## config.mk

```make
export PLATFORM = sky130hd
export DESIGN_NAME = door_sequence_alarm_controller
export DESIGN_NICKNAME = d
export VERILOG_FILES = /design/src/rtl/core/dsac_pkg.sv /design/src/rtl/core/door_sequence_alarm_controller.sv /design/src/rtl/core/dsac_cfg_regs.sv /design/src/rtl/core/dsac_step.sv
export SDC_FILE = /design/constraint.sdc
export NUM_CORES = 1
export LEC_CHECK = 0
export BUFFER_PORTS_ARGS = -buffer_cell sky130_fd_sc_hd__buf_2
export CORE_MARGIN = 3
export CORE_UTILIZATION = 30
export DETAILED_ROUTE_END_ITERATION = 12
export PLACE_DENSITY = 0.45
export SLEW_MARGIN = 30
export SYNTH_ARGS = -nofsm -noshare
export SYNTH_HDL_FRONTEND = slang
export SYNTH_SLANG_ARGS = --single-unit
```

## constraint.sdc

```tcl
create_clock -name clk -period 7.4 [get_ports clk]
set_clock_uncertainty 0.2 [all_clocks]
set_input_delay 2.22 -clock clk [delete_from_list [all_inputs] [get_ports clk]]
set_output_delay 2.22 -clock clk [all_outputs]
set_load 0.02 [all_outputs]
```

## src/rtl/core/dsac_pkg.sv

```systemverilog
// Shared types and constants for the door sequence alarm controller.
package dsac_pkg;

  localparam int unsigned CFG_DATA_W  = 32;
  localparam int unsigned CFG_INDEX_W = 2;
  localparam int unsigned COUNT_W     = 4;

  // Register indexes on the configuration port
  localparam logic [CFG_INDEX_W-1:0] REG_OPEN_WINDOW = 2'd0;
  localparam logic [CFG_INDEX_W-1:0] REG_SCAN_DELAY  = 2'd1;
  localparam logic [CFG_INDEX_W-1:0] REG_OPENINGS    = 2'd2;
  localparam logic [CFG_INDEX_W-1:0] REG_HOLDOFF     = 2'd3;

  localparam logic [31:0]        OPEN_WINDOW_RST = 32'd10000;
  localparam logic [31:0]        SCAN_DELAY_RST  = 32'd10000;
  localparam logic [COUNT_W-1:0] OPENINGS_RST    = 4'd5;
  localparam logic [15:0]        HOLDOFF_RST     = 16'd500;

  localparam logic [COUNT_W-1:0] COUNT_MAX = 4'd15;

  typedef struct packed {
    logic [31:0]        open_window_ms;
    logic [31:0]        scan_delay_ms;
    logic [COUNT_W-1:0] openings_for_config;
    logic [15:0]        holdoff_ms;
  } cfg_t;

  typedef struct packed {
    logic        door_is_open;
    logic [31:0] now_ms;
    logic        settings_valid;
    logic        link_connected;
  } in_item_t;

  typedef struct packed {
    logic alarm;
    logic alarm_inhibited;
    logic blink_request;
    logic mode_now;
    logic opened_edge;
    logic closed_edge;
    logic sample_ignored;
  } out_item_t;

endpackage

```

## src/rtl/core/door_sequence_alarm_controller.sv

```systemverilog
// Top level of the door sequence alarm controller: input register, step logic, result register.
//
// Usage: each input item is one door sensor sample with the current time in ms,
// a settings-valid flag and a link-connected flag, sent on in_valid/in_ready.
// Every item gives exactly one result item on out_valid/out_ready carrying the
// alarm, inhibited alarm, blink request, current mode and edge/hold-off flags.
// An accepted item sits in the input register, is evaluated by the step logic
// and written to the result register, and is taken from there by the receiver.
// One item per cycle is sustained while out_ready stays high; the state update
// in the step logic (time compares plus one add and compare on the reopen
// window) is combinational and written to the state registers on advance.
// When the receiver stalls, the result register holds and the input register
// still takes one more item; in_ready then drops until out_ready returns.
// Reset clears the mode to normal, the door to closed, the open count and all
// stored times, and loads the register defaults. Configuration writes on
// cfg_wr_en take effect at once and are meant for idle periods only.
module door_sequence_alarm_controller #(
  parameter int unsigned TIME_BITS = 32
) (
  input  logic                             clk,
  input  logic                             rst_n,
  input  logic                             in_valid,
  output logic                             in_ready,
  input  dsac_pkg::in_item_t               in_item,
  output logic                             out_valid,
  input  logic                             out_ready,
  output dsac_pkg::out_item_t              out_item,
  input  logic                             cfg_wr_en,
  input  logic [dsac_pkg::CFG_INDEX_W-1:0] cfg_index,
  input  logic [dsac_pkg::CFG_DATA_W-1:0]  cfg_wdata
);
  import dsac_pkg::*;

  cfg_t      cfg;
  in_item_t  s1_item_r;
  logic      s1_valid_r;
  out_item_t out_item_r;
  logic      out_valid_r;
  out_item_t result;
  logic      advance;

  dsac_cfg_regs u_cfg (
    .clk       (clk),
    .rst_n     (rst_n),
    .cfg_wr_en (cfg_wr_en),
    .cfg_index (cfg_index),
    .cfg_wdata (cfg_wdata),
    .cfg       (cfg)
  );

  dsac_step #(
    .TIME_BITS (TIME_BITS)
  ) u_step (
    .clk     (clk),
    .rst_n   (rst_n),
    .advance (advance),
    .cfg     (cfg),
    .item    (s1_item_r),
    .result  (result)
  );

  // Move the held item into the result register whenever that slot frees up
  assign advance  = s1_valid_r && (!out_valid_r || out_ready);
  assign in_ready = !s1_valid_r || advance;

  always_ff @(posedge clk) begin
    if (!rst_n) begin
      s1_valid_r <= 1'b0;
    end else if (in_ready) begin
      s1_valid_r <= in_valid;
    end
  end

  always_ff @(posedge clk) begin
    if (in_valid && in_ready) begin
      s1_item_r <= in_item;
    end
  end

  always_ff @(posedge clk) begin
    if (!rst_n) begin
      out_valid_r <= 1'b0;
    end else if (advance) begin
      out_valid_r <= 1'b1;
    end else if (out_ready) begin
      out_valid_r <= 1'b0;
    end
  end

  always_ff @(posedge clk) begin
    if (advance) begin
      out_item_r <= result;
    end
  end

  assign out_valid = out_valid_r;
  assign out_item  = out_item_r;

  a_alarm_excl: assert property (@(posedge clk) disable iff (!rst_n)
    out_valid |-> !(out_item.alarm && out_item.alarm_inhibited))
    else $error("alarm and inhibited alarm both set");

  a_blink_match: assert property (@(posedge clk) disable iff (!rst_n)
    out_valid |-> (out_item.blink_request == (out_item.alarm || out_item.alarm_inhibited)))
    else $error("blink request does not match presence check");

  a_ignored_quiet: assert property (@(posedge clk) disable iff (!rst_n)
    (out_valid && out_item.sample_ignored) |->
      !(out_item.blink_request || out_item.opened_edge || out_item.closed_edge))
    else $error("ignored sample produced activity");

  a_stall_only: assert property (@(posedge clk) disable iff (!rst_n)
    !in_ready |-> (s1_valid_r && out_valid_r && !out_ready))
    else $error("input stalled without a full pipeline");

  a_result_held: assert property (@(posedge clk) disable iff (!rst_n)
    (out_valid && !out_ready) |=> (out_valid && $stable(out_item)))
    else $error("stalled result changed");

endmodule

```

## src/rtl/core/dsac_cfg_regs.sv

```systemverilog
// Configuration register file with write-only port.
module dsac_cfg_regs (
  input  logic                             clk,
  input  logic                             rst_n,
  input  logic                             cfg_wr_en,
  input  logic [dsac_pkg::CFG_INDEX_W-1:0] cfg_index,
  input  logic [dsac_pkg::CFG_DATA_W-1:0]  cfg_wdata,
  output dsac_pkg::cfg_t                   cfg
);
  import dsac_pkg::*;

  cfg_t cfg_r;

  always_ff @(posedge clk) begin
    if (!rst_n) begin
      cfg_r.open_window_ms      <= OPEN_WINDOW_RST;
      cfg_r.scan_delay_ms       <= SCAN_DELAY_RST;
      cfg_r.openings_for_config <= OPENINGS_RST;
      cfg_r.holdoff_ms          <= HOLDOFF_RST;
    end else if (cfg_wr_en) begin
      unique case (cfg_index)
        REG_OPEN_WINDOW: cfg_r.open_window_ms      <= cfg_wdata;
        REG_SCAN_DELAY:  cfg_r.scan_delay_ms       <= cfg_wdata;
        REG_OPENINGS:    cfg_r.openings_for_config <= cfg_wdata[COUNT_W-1:0];
        REG_HOLDOFF:     cfg_r.holdoff_ms          <= cfg_wdata[15:0];
        default: ;
      endcase
    end
  end

  assign cfg = cfg_r;

endmodule

```

## src/rtl/core/dsac_step.sv

```systemverilog
// Door sequence state registers and the per-item next-state and result logic.
module dsac_step #(
  parameter int unsigned TIME_BITS = 32
) (
  input  logic                clk,
  input  logic                rst_n,
  input  logic                advance,
  input  dsac_pkg::cfg_t      cfg,
  input  dsac_pkg::in_item_t  item,
  output dsac_pkg::out_item_t result
);
  import dsac_pkg::*;

  logic                 last_door_r, last_door_nxt;
  logic                 mode_r, mode_nxt;
  logic [COUNT_W-1:0]   count_r, count_nxt;
  logic [TIME_BITS-1:0] first_r, first_nxt;
  logic [TIME_BITS-1:0] scan_r, scan_nxt;
  logic [TIME_BITS-1:0] hold_r, hold_nxt;

  // Time operands brought to TIME_BITS: zero-extend, then keep the low bits
  logic [TIME_BITS+31:0] now_ext, window_ext, delay_ext;
  logic [TIME_BITS+15:0] holdoff_ext;
  logic [TIME_BITS-1:0]  now_t, window_t, delay_t, holdoff_t, window_end;

  logic alarm, inhibited, blink, opened, closed, ignored;

  assign now_ext     = {{TIME_BITS{1'b0}}, item.now_ms};
  assign window_ext  = {{TIME_BITS{1'b0}}, cfg.open_window_ms};
  assign delay_ext   = {{TIME_BITS{1'b0}}, cfg.scan_delay_ms};
  assign holdoff_ext = {{TIME_BITS{1'b0}}, cfg.holdoff_ms};
  assign now_t       = now_ext[TIME_BITS-1:0];
  assign window_t    = window_ext[TIME_BITS-1:0];
  assign delay_t     = delay_ext[TIME_BITS-1:0];
  assign holdoff_t   = holdoff_ext[TIME_BITS-1:0];
  assign window_end  = first_r + window_t;

  always_comb begin
    last_door_nxt = last_door_r;
    mode_nxt      = mode_r;
    count_nxt     = count_r;
    first_nxt     = first_r;
    scan_nxt      = scan_r;
    hold_nxt      = hold_r;
    alarm         = 1'b0;
    inhibited     = 1'b0;
    blink         = 1'b0;
    opened        = 1'b0;
    closed        = 1'b0;
    ignored       = 1'b0;

    if (now_t < hold_r) begin
      ignored = 1'b1;
    end else begin
      // Presence check due: blink, drop the count, alarm unless the link is up
      if (now_t > scan_r && !mode_r && count_r != '0) begin
        blink     = 1'b1;
        count_nxt = '0;
        if (item.link_connected) begin
          inhibited = 1'b1;
        end else begin
          alarm = 1'b1;
        end
      end
      if (item.door_is_open != last_door_r) begin
        last_door_nxt = item.door_is_open;
        if (item.door_is_open) begin
          opened = 1'b1;
          if (count_nxt != '0 && now_t < window_end) begin
            if (count_nxt != COUNT_MAX) begin
              count_nxt = count_nxt + 1'b1;
            end
          end else begin
            count_nxt = 4'd1;
            first_nxt = now_t;
          end
          if (count_nxt >= cfg.openings_for_config && !mode_r) begin
            count_nxt = '0;
            mode_nxt  = 1'b1;
          end else if (!mode_r) begin
            scan_nxt = now_t + delay_t;
          end
        end else begin
          closed = 1'b1;
          if (mode_r && item.settings_valid) begin
            count_nxt = '0;
            mode_nxt  = 1'b0;
          end
        end
        hold_nxt = now_t + holdoff_t;
      end
    end
  end

  always_ff @(posedge clk) begin
    if (!rst_n) begin
      last_door_r <= 1'b0;
      mode_r      <= 1'b0;
      count_r     <= '0;
      first_r     <= '0;
      scan_r      <= '0;
      hold_r      <= '0;
    end else if (advance) begin
      last_door_r <= last_door_nxt;
      mode_r      <= mode_nxt;
      count_r     <= count_nxt;
      first_r     <= first_nxt;
      scan_r      <= scan_nxt;
      hold_r      <= hold_nxt;
    end
  end

  assign result.alarm           = alarm;
  assign result.alarm_inhibited = inhibited;
  assign result.blink_request   = blink;
  assign result.mode_now        = mode_nxt;
  assign result.opened_edge     = opened;
  assign result.closed_edge     = closed;
  assign result.sample_ignored  = ignored;

endmodule
```

# After elaboration in Yosys (flattened, before gate mapping)
# Cells that the tools add are included.
# totals
out_inout_bits	9
ff_bits	230
in_bits	74
# op_classes
n_bitwise	6
n_addsub	4
magnitude_cmp	4
n_mux	24
n_eq_ne	5
n_reduce_logical	26
# ops
op	count
$add A32 B32 Y32	2
$lt A32 B32 Y1	2
$mux W4	11
$add A32 B16 Y32	1
$gt A32 B32 Y1	1
$mux W1	13
$reduce_and A2 Y1	5
$reduce_bool A4 Y1	2
$logic_and A1 B1 Y1	7
$not A1 Y1	6
$reduce_and A6 Y1	1
$reduce_and A5 Y1	1
$add A4 B1 Y4 const B	1
$eq A2 B2 Y1 const B	2
$ge A4 B4 Y1	1
$ne A4 B4 Y1 const B	1
$reduce_or A2 Y1	2
$logic_not A1 Y1	3
$reduce_and A3 Y1	1
$eq A2 B1 Y1 const B	1
$logic_not A2 Y1	1
$logic_or A1 B1 Y1	2
$reduce_bool A2 Y1	1
$ne A1 B1 Y1	1

# Longest topological paths before layout
# Gate-level depths: netlist of the first run.
# depth
depth_word	17
mapped_depth	32

# By module
# Synthesis of the first run repeated with hierarchy kept, for this count alone.
# unflattened
cells_unflattened	1618
area_unflattened_um2	15065.7
# by_module_without_submodules
mod	area_each_um2	instances	cells_each	seq_area_each_um2
dsac_step	10381.2	1	1243	2042.0
dsac_cfg_regs	3319.4	1	324	1681.6
door_sequence_alarm_controller	1365.1	1	51	1301.2

# Worst setup path before layout of the first run
# No wires, ideal clock.
# synth_path
path_type	register to register
start	register u_cfg.cfg_r (netlist bit u_cfg.cfg[52])
end	register u_step.scan_r[11]
path_slack_ps	1252
arrival_ps	5832
setup_ps	116
t_required_ps	7084
stages_incl_launch_ff	31
path_cell_list	dfxtp_1 ha_1 inv_1 fa_1 nor2b_1 o31a_1 nor4_2 nor4_1 o41ai_2 a21oi_1 a211o_1 a21oi_2 xor2_1 ha_1 a21o_1 a221oi_1 o21ai_0 a211o_1 a21oi_1 and3_1 ha_1 nand2b_1 a21o_1 a21o_1 a21oi_1 o21ai_0 a211oi_2 buf_6 buf_4 mux2i_1 nor2b_1
# synth_via
elab_chain_len	11
# synth_lines
item	line	text
start: declaration	dsac_cfg_regs.sv:12	cfg_t cfg_r;
$add A32 B32 Y32	dsac_step.sv:36	assign window_end = first_r + window_t;
$lt A32 B32 Y1	dsac_step.sv:69	if (count_nxt != '0 && now_t < window_end) begin
$logic_and A1 B1 Y1	dsac_step.sv:69	
$mux W4	dsac_step.sv:69	
$mux W4	dsac_step.sv:67	if (item.door_is_open) begin
$mux W4	dsac_step.sv:65	if (item.door_is_open != last_door_r) begin
$mux W4	dsac_step.sv:52	if (now_t < hold_r) begin
$ge A4 B4 Y1	dsac_step.sv:77	if (count_nxt >= cfg.openings_for_config && !mode_r) begin
$logic_and A1 B1 Y1	dsac_step.sv:77	
$not A1 Y1 (no line)	-	
$reduce_and A6 Y1 (no line)	-	
end signal: assignment	dsac_step.sv:108	scan_r <= scan_nxt;
end: declaration	dsac_step.sv:18	logic [TIME_BITS-1:0] scan_r, scan_nxt;
# Every way passes these cells. The select of a mux whose other input is x is not followed.
# A chain may end at the register's enable or synchronous reset.

# Worst setup path after layout of the first run
# layout_path
start	register u_cfg.cfg_r (netlist bit u_cfg.cfg[52])
end	register u_step.scan_r[27]
# The elaborated chain is that of the path after synthesis.

==> results.md, run 1 <==
| Group | Result | Value |
|:---|:---|:---|
| synthesis | Commonest register cell after synthesis | sky130_fd_sc_hd__dfxtp_1 |
| route | Drt pass-1 iters | 5 |
| worst setup path | R2R cell count | 30 |
| route | Total vias in the final route | 12294 |
| global routing | Largest net degree at the start of global routing | 121 |
| worst setup path | Worst endpoint data arrival time | 7100 ps |
| synthesis | Basic-gate share of the synthesized area counting and, or, nand and nor cells | 0.187 |
| synthesis | Combinational family with the most area after synthesis | compound AO/OA/AOI/OAI gates |
| final layout | Antenna diodes | 0 |
| placement | DPL Wire Length | 32100 µm |
| synthesis | Proportion of synthesized area in mux cells | 0.0371 |
| power | Switching share of power | 0.271 |
| route | Routed WL | 42400 µm |
| final layout | Share of layout cells above drive strength 1 | 0.109 |
| global routing | GRT overflow | 0 |
| clock tree | TritonCTS Buffers | 30 |
| synthesis | FFs w/ async S/R, synth | 0 |
| route | Initial DRC count | 570 |
| worst setup path | Startpoint-to-endpoint class of the critical path | flop to flop |
| timing | Pin slew with the least headroom to its limit | 954 ps |
| synthesis | Post-Syn Area | 15100 µm² |
| clock tree | Library cell used as clock root buffer | sky130_fd_sc_hd__clkbuf_16 |
| final layout | Area Overhead vs Synth | 15.2% |
| floorplan | Overall die area | 53100 µm² |
| worst setup path | Data required time of the critical path | 7650 ps |
| timing | RSZ-0062 raised after global routing | no |
| clock tree | Worst-path clk slew | 50 ps |
| synthesis | Share of the synthesized area in compound gates (AO/OA/AOI/OAI) | 0.198 |
| global routing | First-pass GRT wire length | 67700 µm |
| status | Outcome | completed |
| floorplan | Initial Util | 0.306 |
| power | Cell internal power dissipation | 0.00252 W |
| global routing | Via count of the first global-routing pass | 12159 |
| synthesis | Flops & latches, synth | 230 |
| synthesis | Post-synthesis area per instance | 8.62 µm² |
| synthesis | Warnings, synthesis | 0 |
| placement | Number of instances in the placed design | 2468 |
| timing | Number of hold-slack violations in the final timing report | 0 |
| synthesis | Share of the synthesized netlist area taken by xor and xnor gates | 0.0470 |
| timing | Max-slew violation count | 0 |
| worst setup path | Biggest cell delay along the critical path | 330 ps |
| power | Leakage power | 7.08 nW |
| worst setup path | Crit path max fanout | 45 |
| synthesis | Syn Inst Count | 1751 |
| floorplan | Number of placement rows | 81 |
| worst setup path | Critical path startpoint category | flop |
| power | Switching power of the nets | 0.000937 W |
| synthesis | Number of enable-type register cells in the synthesized netlist | 42 |
| timing | Slew margin rel. | 0.364 |
| run | Max-capacitance violation count | 0 |
| final layout | Final net count | 2091 |
| power | Share of total power in sequential cells | 0.395 |
| clock tree | Insertion delay of the later-clocked pin in the worst-skew pair | 580 ps |
| final layout | Non-Filler Instances | 2524 |
| route | DRC violation count after routing | 0 |
| synthesis | Netlist cell types | 79 |
| power | Share of total power in combinational logic | 0.155 |
| floorplan | Chip height | 230 µm |
| worst setup path | CP max stage cell | sky130_fd_sc_hd__o41ai_2 |
| timing | Endpoints failing setup | 0 |
| power | Share of total power in the clock network | 0.450 |
| timing | Final-layout setup total negative slack | 0 ps |
| power | Peak supply drop | 202 µV |
| clock tree | Maximum level of the CTS H-tree | 1 |
| worst hold path | Min-Delay Path Depth | 2 |
| synthesis | Proportion of synthesized chip area in sequential cells | 0.333 |
| route | Avg WL per Cell | 16.8 µm |
| clock tree | CTS tree | built |
| worst setup path | Endpoint class of the critical path | flop |
| route | Routed Antenna Nets | 0 |
| global routing | Antenna violations before repair | 0 |
| worst hold path | Class of the tightest hold or removal check | flop to flop |
| floorplan | Top Ports | 83 |
| route | Routed via count divided by cell count | 4.87 |
| floorplan | Horizontal die dimension | 230 µm |
| clock tree | Number of buffers on the longest clock path | 3 |
| placement | Port Buffer Count | 82 |
| floorplan | Std-Cell Core Area | 49400 µm² |
| timing | Minimum clock period after layout | 6850 ps |
| synthesis | Synth Area in Adders | 0.152 |
| placement | Final estimated routing congestion in global placement | 0.848 |
| timing | Fmax achieved | 146 MHz |
| power | Power density over cell area | 199 nW/µm² |
| clock tree | Count of clock tree sinks | 230 |
| synthesis | Post-Synthesis Net Count | 2006 |
| timing | Crit share post-route | 0.926 |
| global routing | Global Route Usage Sum | 0.159 |
logic make-up after synthesis:
| kind of cell | Yosys count |
|---|---|
| AND/OR/NAND/NOR | 609 |
| XOR/XNOR | 81 |
| AO/OA/AOI/OAI | 428 |
| multiplexers | 56 |
| buffers and inverters | 166 |
| flip-flops | 230 |
| adder cells (fa/ha/maj) | 181 |
worst max-delay path: cells and delay by family, from the launching register on:
kind | cells | cell delay (ps)
compound gates | 15 | 3460
mux | 1 | 220
xor+xnor | 1 | 170
fa+ha+maj | 4 | 930
flops | 1 | 310
buf+inv | 4 | 730
simple gates | 5 | 680
final timing paths:
check                           end  slack, ps               from
hold / removal    u_step.hold_r[15]        250  u_step.hold_r[15]
setup reg to reg  u_step.scan_r[27]        550      u_cfg.cfg[52]
setup / recovery  u_step.scan_r[27]        550      u_cfg.cfg[52]
hold reg to reg   u_step.hold_r[15]        250  u_step.hold_r[15]
per-layer routing:
metal,wire length [µm],vias to the layer above,global-route usage
met5,0,-,0
met4,1080,0,0.0401
met3,1320,51,0.0211
met2,20300,170,0.280
met1,19700,5703,0.207
li1,-,6370,-
timing repair:
action                     4_1_cts  5_1_grt
buffers inserted                 0        0
resized for setup                0        1
hold buffers                     0        0
setup endpoints to repair        0       22
area by class of cell:
type                       instances  area [µm²]
multi-input combinational       1355        9390
timing repair buffer             118         699
clock inverter                    17         205
clock buffer                      39         868
fill                            5129       32000
inverter                         101         379
tap                              664         831
sequential                       230        5020
cells in the mapped netlist, drive strengths merged (4+ instances only):
master	n	area, µm²
nor2b	54	338
o41ai	5	58.8
nand3b	4	30.0
xnor2	43	377
o22ai	4	25.0
nand3	55	275
or3	6	37.5
a31oi	10	62.6
o21ai	62	318
xor2	38	333
and4	5	43.8
nor3	23	120
clkbuf	49	184
o21bai	6	45.0
nand2	312	1180
inv	101	379
a21o	53	398
o31a	4	35.0
or2	8	50.1
and3	15	93.8
o21a	17	135
a221oi	5	56.3
mux2i	56	561
o31ai	10	75.1
o211ai	7	52.6
o211a	6	60.1
buf	16	148
and2	8	52.6
a211o	13	114
nand4	25	156
a21boi	88	664
nor4	5	37.5
edfxtp	42	1260
dfxtp	188	3760
nor2	65	244
a21oi	101	521
ha	178	2230
nand2b	18	113
a2111oi	4	60.1
a211oi	14	120
cells in the final DEF, fill, tap and decap left out, drive strengths merged, types with 25 or more instances in the layout:
cell | netlist | layout
edfxtp | 42 | 42
nand2 | 312 | 312
nand3 | 55 | 55
mux2i | 56 | 56
a21o | 53 | 53
dfxtp | 188 | 188
buf | 16 | 118
xor2 | 38 | 38
a21oi | 101 | 101
o21ai | 62 | 62
nor2b | 54 | 54
a21boi | 88 | 88
ha | 178 | 178
nor2 | 65 | 65
clkbuf | 49 | 39
xnor2 | 43 | 43
nand4 | 25 | 25
inv | 101 | 101
power groups by stage:
stage	Combinational, W	Clock, W	Sequential (W)
after detailed placement	0.000538	0	0.00139
after global placement	0.000535	0	0.00139
after global routing	0.000612	0.00166	0.00137
after floorplan	0.000373	0	0.00139
after CTS	0.000542	0.00161	0.00137
final	0.000536	0.00155	0.00137
registers in the layout (all words and copies together), names as in the netlist:
register,flops
u_cfg.cfg,84
s1_item_r,35
u_step.first_r,32
u_step.hold_r,32
u_step.scan_r,32
out_item,7
u_step.count_r,4
out_valid,1
s1_valid_r,1
u_step.last_door_r,1
u_step.mode_r,1
metrics by stage:
step / power (W) / utilization / worst slack, ps / hold slack, ps / instance area (µm²)
floorplan: 0.00176 / - / 1250 / 234 / 15100
global placement: 0.00193 / 0.330 / 752 / 247 / 16300
detailed placement: 0.00193 / 0.330 / 549 / 246 / 16300
CTS: 0.00352 / 0.352 / 486 / 256 / 17400
global route: 0.00364 / 0.352 / 16.5 / 279 / 17400
finish: 0.00345 / 0.352 / 549 / 251 / 17400
No activity file was read; power rests on OpenSTA's default activity.
==> run 2, diff against run 1 <==
Settings changed: BUFFER_PORTS_ARGS -buffer_cell sky130_fd_sc_hd__buf_2 to -buffer_cell sky130_fd_sc_hd__buf_4, SLEW_MARGIN 30 to default.
==> run 2 against run 1 <==
Net effect:
- first-iteration DRC count rose by 7.4%
- highest routed layer unchanged
- largest cell class unchanged
- via count increased by 1.0%
- combinational power grew 3%
- maximum frequency up 1.7%
==> results.md, run 2 (synthesis results as in run 1) <==
| Group | Result | Value | Change |
|:---|:---|:---|:---|
| floorplan | Initial Util | 0.306 | unchanged |
| timing | Slew margin rel. | 0.364 | -0.000502 |
| power | Peak supply drop | 158 µV | -22% |
| final layout | Antenna diodes | 0 | unchanged |
| global routing | Via count of the first global-routing pass | 12299 | +1.2% |
| route | Routed WL | 42600 µm | +0.44% |
| timing | Final-layout setup total negative slack | 0 ps | unchanged |
| placement | DPL Wire Length | 32000 µm | -0.30% |
| worst setup path | Data required time of the critical path | 7650 ps | about the same |
| final layout | Fill cell count | 5158 | +0.57% |
| worst hold path | Hold Crit Start | u_step.hold_r[15] |  |
| clock tree | TritonCTS Buffers | 29 | -3.3% |
| clock tree | Count of clock tree sinks | 230 | unchanged |
| clock tree | Maximum level of the CTS H-tree | 1 | unchanged |
| placement | Standard cell area after detailed placement | 16500 µm² | +1.4% |
| timing | Crit share post-route | 0.910 | -0.0155 |
| route | DRC violation count after routing | 0 | unchanged |
| worst setup path | Endpoint class of the critical path | flop |  |
| timing | Endpoints failing setup | 0 | unchanged |
| power | Leakage power | 7.11 nW | +0.41% |
| worst setup path | Internal reg-to-reg setup slack | 660 ps | +110 ps |
| final layout | Commonest non-fill, non-tap cell in the layout | sky130_fd_sc_hd__nand2_1 |  |
| timing | Minimum clock period after layout | 6740 ps | -115 ps |
| global routing | Global Route Usage Sum | 0.160 | about the same |
| worst setup path | Biggest cell delay along the critical path | 330 ps | about the same |
| placement | Final estimated routing congestion in global placement | 0.850 | +0.27% |
| route | Initial DRC count | 612 | +7.4% |
| timing | Max-slew violation count | 0 | unchanged |
| final layout | Area Overhead vs Synth | 16.0% |  |
| power | Power density over cell area | 192 nW/µm² | -3.5% |
| power | Overall power | 0.00336 W | -2.8% |
| global routing | First-pass GRT wire length | 67800 µm | +0.25% |
| clock tree | Number of buffers on the longest clock path | 3 | unchanged |
| route | Total vias in the final route | 12422 | +1.0% |
| worst hold path | Worst Hold Endpoint | u_step.hold_r[15] |  |
| final layout | Share of layout cells above drive strength 1 | 0.106 | -0.00221 |
| worst setup path | CP max stage cell | sky130_fd_sc_hd__a211oi_4 |  |
| worst setup path | R2R cell count | 30 | unchanged |
| clock tree | Post-CTS setup-driven buffer insertion count | 0 | unchanged |
| final layout | Post-route standard cell area excluding fillers | 17500 µm² | +0.67% |
| route | Routed via count divided by cell count | 4.92 | +1.0% |
| timing | Pin slew with the least headroom to its limit | 954 ps | +0.754 ps |
| placement | Port Buffer Count | 82 | unchanged |
| final layout | Final net count | 2093 | +0.096% |
| timing | RSZ-0062 raised after global routing | no |  |
| route | Avg WL per Cell | 16.9 µm | +0.40% |
| timing | Fmax achieved | 148 MHz | +1.7% |
| clock tree | Worst-path clk slew | 60 ps | about the same |
| clock tree | CTS tree | built |  |
| global routing | Antenna violations before repair | 0 | unchanged |
| run | Max-capacitance violation count | 0 | unchanged |
| worst hold path | Min-Delay Path Depth | 2 | unchanged |
| worst hold path | Class of the tightest hold or removal check | flop to flop |  |
| final layout | Most used cells in the layout excluding fill and tap cells | sky130_fd_sc_hd__nand2_1, sky130_fd_sc_hd__dfxtp_1, sky130_fd_sc_hd__ha_1 |  |
| final layout | Number of flip-flops in the largest register | 84 | unchanged |
| route | Drt pass-1 iters | 5 | unchanged |
| floorplan | Chip height | 230 µm | unchanged |
| worst setup path | Startpoint-to-endpoint class of the critical path | flop to flop |  |
| worst setup path | Source of the critical timing path | u_cfg.cfg[52] |  |
| worst setup path | Worst endpoint data arrival time | 6980 ps | -120 ps |
| floorplan | Horizontal die dimension | 230 µm | unchanged |
| route | Routed Antenna Nets | 0 | unchanged |
| worst setup path | Worst R2R End | u_step.scan_r[26] |  |
| clock tree | Insertion delay of the later-clocked pin in the worst-skew pair | 570 ps | about the same |
| floorplan | Top Ports | 83 | unchanged |
| worst setup path | Critical path startpoint category | flop |  |
| worst setup path | Startpoint of the most critical register-to-register path | u_cfg.cfg[52] |  |
| clock tree | Library cell used as clock root buffer | sky130_fd_sc_hd__clkbuf_16 |  |
| worst setup path | Crit path max fanout | 45 | unchanged |
| status | Outcome | completed |  |
| floorplan | Std-Cell Core Area | 49400 µm² | unchanged |
| global routing | Largest net degree at the start of global routing | 126 | +4.1% |
| floorplan | Number of placement rows | 81 | unchanged |
| global routing | GRT overflow | 0 | unchanged |
| timing | Number of hold-slack violations in the final timing report | 0 | unchanged |
| floorplan | Overall die area | 53100 µm² | unchanged |
-- run 2: area by class of cell --
type | count | area [µm²] | share of cell area
multi-input combinational | 1355 | 9390 | 0.536
timing repair buffer | 121 | 925 | 0.0528
sequential | 230 | 5020 | 0.287
clock inverter | 13 | 144 | 0.00822
tap | 664 | 831 | 0.0474
inverter | 101 | 379 | 0.0217
clock buffer | 41 | 821 | 0.0469
-- run 2: repair_timing --
action,CTS,global route
hold buffers,0,0
setup endpoints to repair,0,25
hold endpoints to repair,0,0
resized for setup,0,1
-- run 2: worst max-delay path, delay by kind of cell (launching register included) --
kind	cells	cell delay (ps)
flops	1	310
buf+inv	4	740
mux	1	220
fa+ha+maj	4	930
xor+xnor	1	180
compound gates	15	3300
simple gates	5	690
-- run 2: how the worst max path moves through the flow --
stage               cells past startpoint  slack, ps                end
floorplan                              30       1250  u_step.scan_r[11]
detailed placement                     30        600  u_step.scan_r[26]
global route                           31         30  u_step.scan_r[18]
CTS                                    30        540  u_step.scan_r[26]
finish                                 30        660  u_step.scan_r[26]
global placement                       30        740  u_step.scan_r[28]
-- run 2: power by group --
group / switching, W / internal (W)
Clock: 0.000571 / 0.000872
Combinational: 0.000316 / 0.000236
Sequential: 0.0000340 / 0.00133
Total: 0.000920 / 0.00244
-- run 2: per-stage QoR --
stage / hold WS, ps / setup WS, ps / instances / util
floorplan: 234 / 1250 / 1751 / -
global placement: 247 / 743 / 2471 / 0.335
detailed placement: 251 / 600 / 2471 / 0.335
CTS: 259 / 543 / 2525 / 0.355
global route: 282 / 32.8 / 2525 / 0.355
finish: 254 / 664 / 2525 / 0.355
-- run 2: routing by layer --
layer / GRT usage / routed length (µm) / up-vias
li1: - / - / 6385
met5: 0 / 0 / -
met3: 0.0192 / 1480 / 48
met2: 0.278 / 20100 / 180
met4: 0.0440 / 984 / 0
met1: 0.208 / 20000 / 5809
==> run 3, diff against run 2 <==
Settings changed: CELL_PAD_IN_SITES_DETAIL_PLACEMENT from default to 1, CELL_PAD_IN_SITES_GLOBAL_PLACEMENT from default to 2, PLACE_DENSITY 0.45 to 0.65.
==> run 3 against run 2 <==
Net effect:
- via count grew 1.2%
- critical path depth up 1
- sequential share of layout area about the same
- first-iteration DRC count down 26%
- global-route usage rose by 1.4 points
- die area stayed put
- hold slack better by 3.7 ps
- cell count decreased by 0.20%
- maximum frequency fell by 1.9%
- clock-buffer cell count is 2 higher
- largest power group unchanged
==> results.md, run 3 (synthesis results as in run 1) <==
| Group | Result | Value | Change |
|:---|:---|:---|:---|
| floorplan | Horizontal die dimension | 230 µm | unchanged |
| timing | Slew margin rel. | 0.385 | +0.0212 |
| final layout | Antenna diodes | 0 | unchanged |
| power | Leakage power | 7.12 nW | +0.12% |
| timing | Minimum clock period after layout | 6860 ps | +129 ps |
| final layout | Area Overhead vs Synth | 16.0% | about the same |
| clock tree | Worst-path clk slew | 60 ps | about the same |
| worst setup path | Startpoint-to-endpoint class of the critical path | flop to flop |  |
| global routing | GRT overflow | 0 | unchanged |
| floorplan | Top Ports | 83 | unchanged |
| route | Routed via count divided by cell count | 4.99 | +1.4% |
| power | Peak supply drop | 191 µV | +21% |
| power | Power density over cell area | 195 nW/µm² | +1.6% |
| worst setup path | Startpoint of the most critical register-to-register path | u_cfg.cfg[52] |  |
| final layout | Number of flip-flops in the largest register | 84 | unchanged |
| route | Routed Antenna Nets | 0 | unchanged |
| global routing | Antenna violations before repair | 0 | unchanged |
| global routing | Largest net degree at the start of global routing | 117 | -7.1% |
| worst setup path | Worst endpoint data arrival time | 7120 ps | +140 ps |
| timing | RSZ-0062 raised after global routing | no |  |
| timing | Number of hold-slack violations in the final timing report | 0 | unchanged |
| timing | Endpoints failing setup | 0 | unchanged |
| final layout | Most used cells in the layout excluding fill and tap cells | sky130_fd_sc_hd__nand2_1, sky130_fd_sc_hd__dfxtp_1, sky130_fd_sc_hd__ha_1 |  |
| worst setup path | Data required time of the critical path | 7650 ps | about the same |
| worst setup path | CP max stage cell | sky130_fd_sc_hd__o41ai_2 |  |
| timing | Final-layout setup total negative slack | 0 ps | unchanged |
| final layout | Final net count | 2089 | -0.19% |
| worst hold path | Class of the tightest hold or removal check | flop to flop |  |
| worst setup path | Source of the critical timing path | u_cfg.cfg[52] |  |
| route | Total vias in the final route | 12577 | +1.2% |
| worst setup path | Crit path max fanout | 45 | unchanged |
| global routing | Global Route Usage Sum | 0.174 | +0.0144 |
| clock tree | Insertion delay of the later-clocked pin in the worst-skew pair | 570 ps | about the same |
| floorplan | Std-Cell Core Area | 49400 µm² | unchanged |
| placement | DPL Wire Length | 35600 µm | +11% |
| clock tree | Library cell used as clock root buffer | sky130_fd_sc_hd__clkbuf_16 |  |
| timing | Fmax achieved | 146 MHz | -1.9% |
| worst setup path | Endpoint class of the critical path | flop |  |
| floorplan | Number of placement rows | 81 | unchanged |
| worst setup path | Biggest cell delay along the critical path | 350 ps | +20 ps |
| run | Max-capacitance violation count | 0 | unchanged |
| timing | Max-slew violation count | 0 | unchanged |
| worst setup path | Critical path startpoint category | flop |  |
| floorplan | Chip height | 230 µm | unchanged |
| placement | Final estimated routing congestion in global placement | 0.808 | -4.9% |
| floorplan | Initial Util | 0.306 | unchanged |
| route | Routed WL | 46200 µm | +8.4% |
| timing | Crit share post-route | 0.928 | +0.0175 |
| clock tree | Count of clock tree sinks | 230 | unchanged |
| power | Overall power | 0.00341 W | +1.6% |
| global routing | First-pass GRT wire length | 74100 µm | +9.2% |
| final layout | Commonest non-fill, non-tap cell in the layout | sky130_fd_sc_hd__nand2_1 |  |
| clock tree | CTS tree | built |  |
| timing | Pin slew with the least headroom to its limit | 923 ps | -31.8 ps |
| status | Outcome | completed |  |
| route | DRC violation count after routing | 0 | unchanged |
| clock tree | TritonCTS Buffers | 29 | unchanged |
| clock tree | Number of buffers on the longest clock path | 3 | unchanged |
| placement | Port Buffer Count | 82 | unchanged |
| route | Avg WL per Cell | 18.3 µm | +8.7% |
| global routing | Via count of the first global-routing pass | 13108 | +6.6% |
| placement | Standard cell area after detailed placement | 16500 µm² | -0.18% |
| floorplan | Overall die area | 53100 µm² | unchanged |
| final layout | Post-route standard cell area excluding fillers | 17500 µm² | about the same |
| route | Drt pass-1 iters | 4 | -1 |
| worst hold path | Hold Crit Start | u_step.hold_r[6] |  |
| clock tree | Maximum level of the CTS H-tree | 1 | unchanged |
| route | Initial DRC count | 455 | -26% |
| timing | Worst Hold Margin | 257 ps | +3.75 ps |
| final layout | Share of layout cells above drive strength 1 | 0.108 | +0.00190 |
[run 3: cell count changes in the layout (fill, tap and decap cells not counted), sizes merged]
cell	delta
clkinvlp	-1
clkbuf	+2
inv	-2
buf	-4
[run 3: worst paths after layout]
| check | endpoint | slack, ps | depth (start not counted) |
|---|---|---|---|
| hold / removal | u_step.hold_r[6] | 260 | 2 |
| setup reg to reg | u_step.scan_r[18] | 540 | 31 |
| hold reg to reg | u_step.hold_r[6] | 260 | 2 |
| setup / recovery | u_step.scan_r[18] | 540 | 31 |
[run 3: final cells by class]
cell class,count,area (µm²)
flip-flops and latches,230,5020
clock inverters,10,128
inverters,101,379
repair buffers,117,895
fillers,5786,31800
clock buffers,43,868
well taps,664,831
multi-input cells,1355,9390
[run 3: worst max-delay path: cells and delay by family (launching register included)]
family                   cells  cell delay, ps
AND/OR/NAND/NOR              6             820
AO/OA/AOI/OAI               16            3550
flip-flops                   1             310
adder cells (fa/ha/maj)      4             950
XOR/XNOR                     1             180
buffers and inverters        4             740
[run 3: through the flow]
step	utilization	setup WS (ps)	cells
after CTS	0.355	355	2520
final	0.355	535	2520
after floorplan	-	1250	1751
after global placement	0.334	625	2467
after detailed placement	0.334	410	2467
after global routing	0.355	94.9	2520
[run 3: timing repair]
| action | CTS | global route |
|---|---|---|
| hold buffers | 0 | 0 |
| hold endpoints to repair | 0 | 0 |
| setup buffers | 0 | 0 |
| endpoints found under the setup margin | 0 | 32 |
| resized for setup | 0 | 2 |
[run 3: layer usage]
metal	GRT usage	part of all wire	vias to the layer above
met5	0	0	-
met4	0.0294	0.017	0
met3	0.0222	0.026	40
met2	0.315	0.50	112
met1	0.223	0.46	6076
li1	-	-	6349
[run 3: power breakdown]
group,switching [W],internal (W),total [W]
clock,0.000579,0.000908,0.00149
sequential,0.0000356,0.00133,0.00137
combinational,0.000323,0.000236,0.000559
total,0.000937,0.00247,0.00341
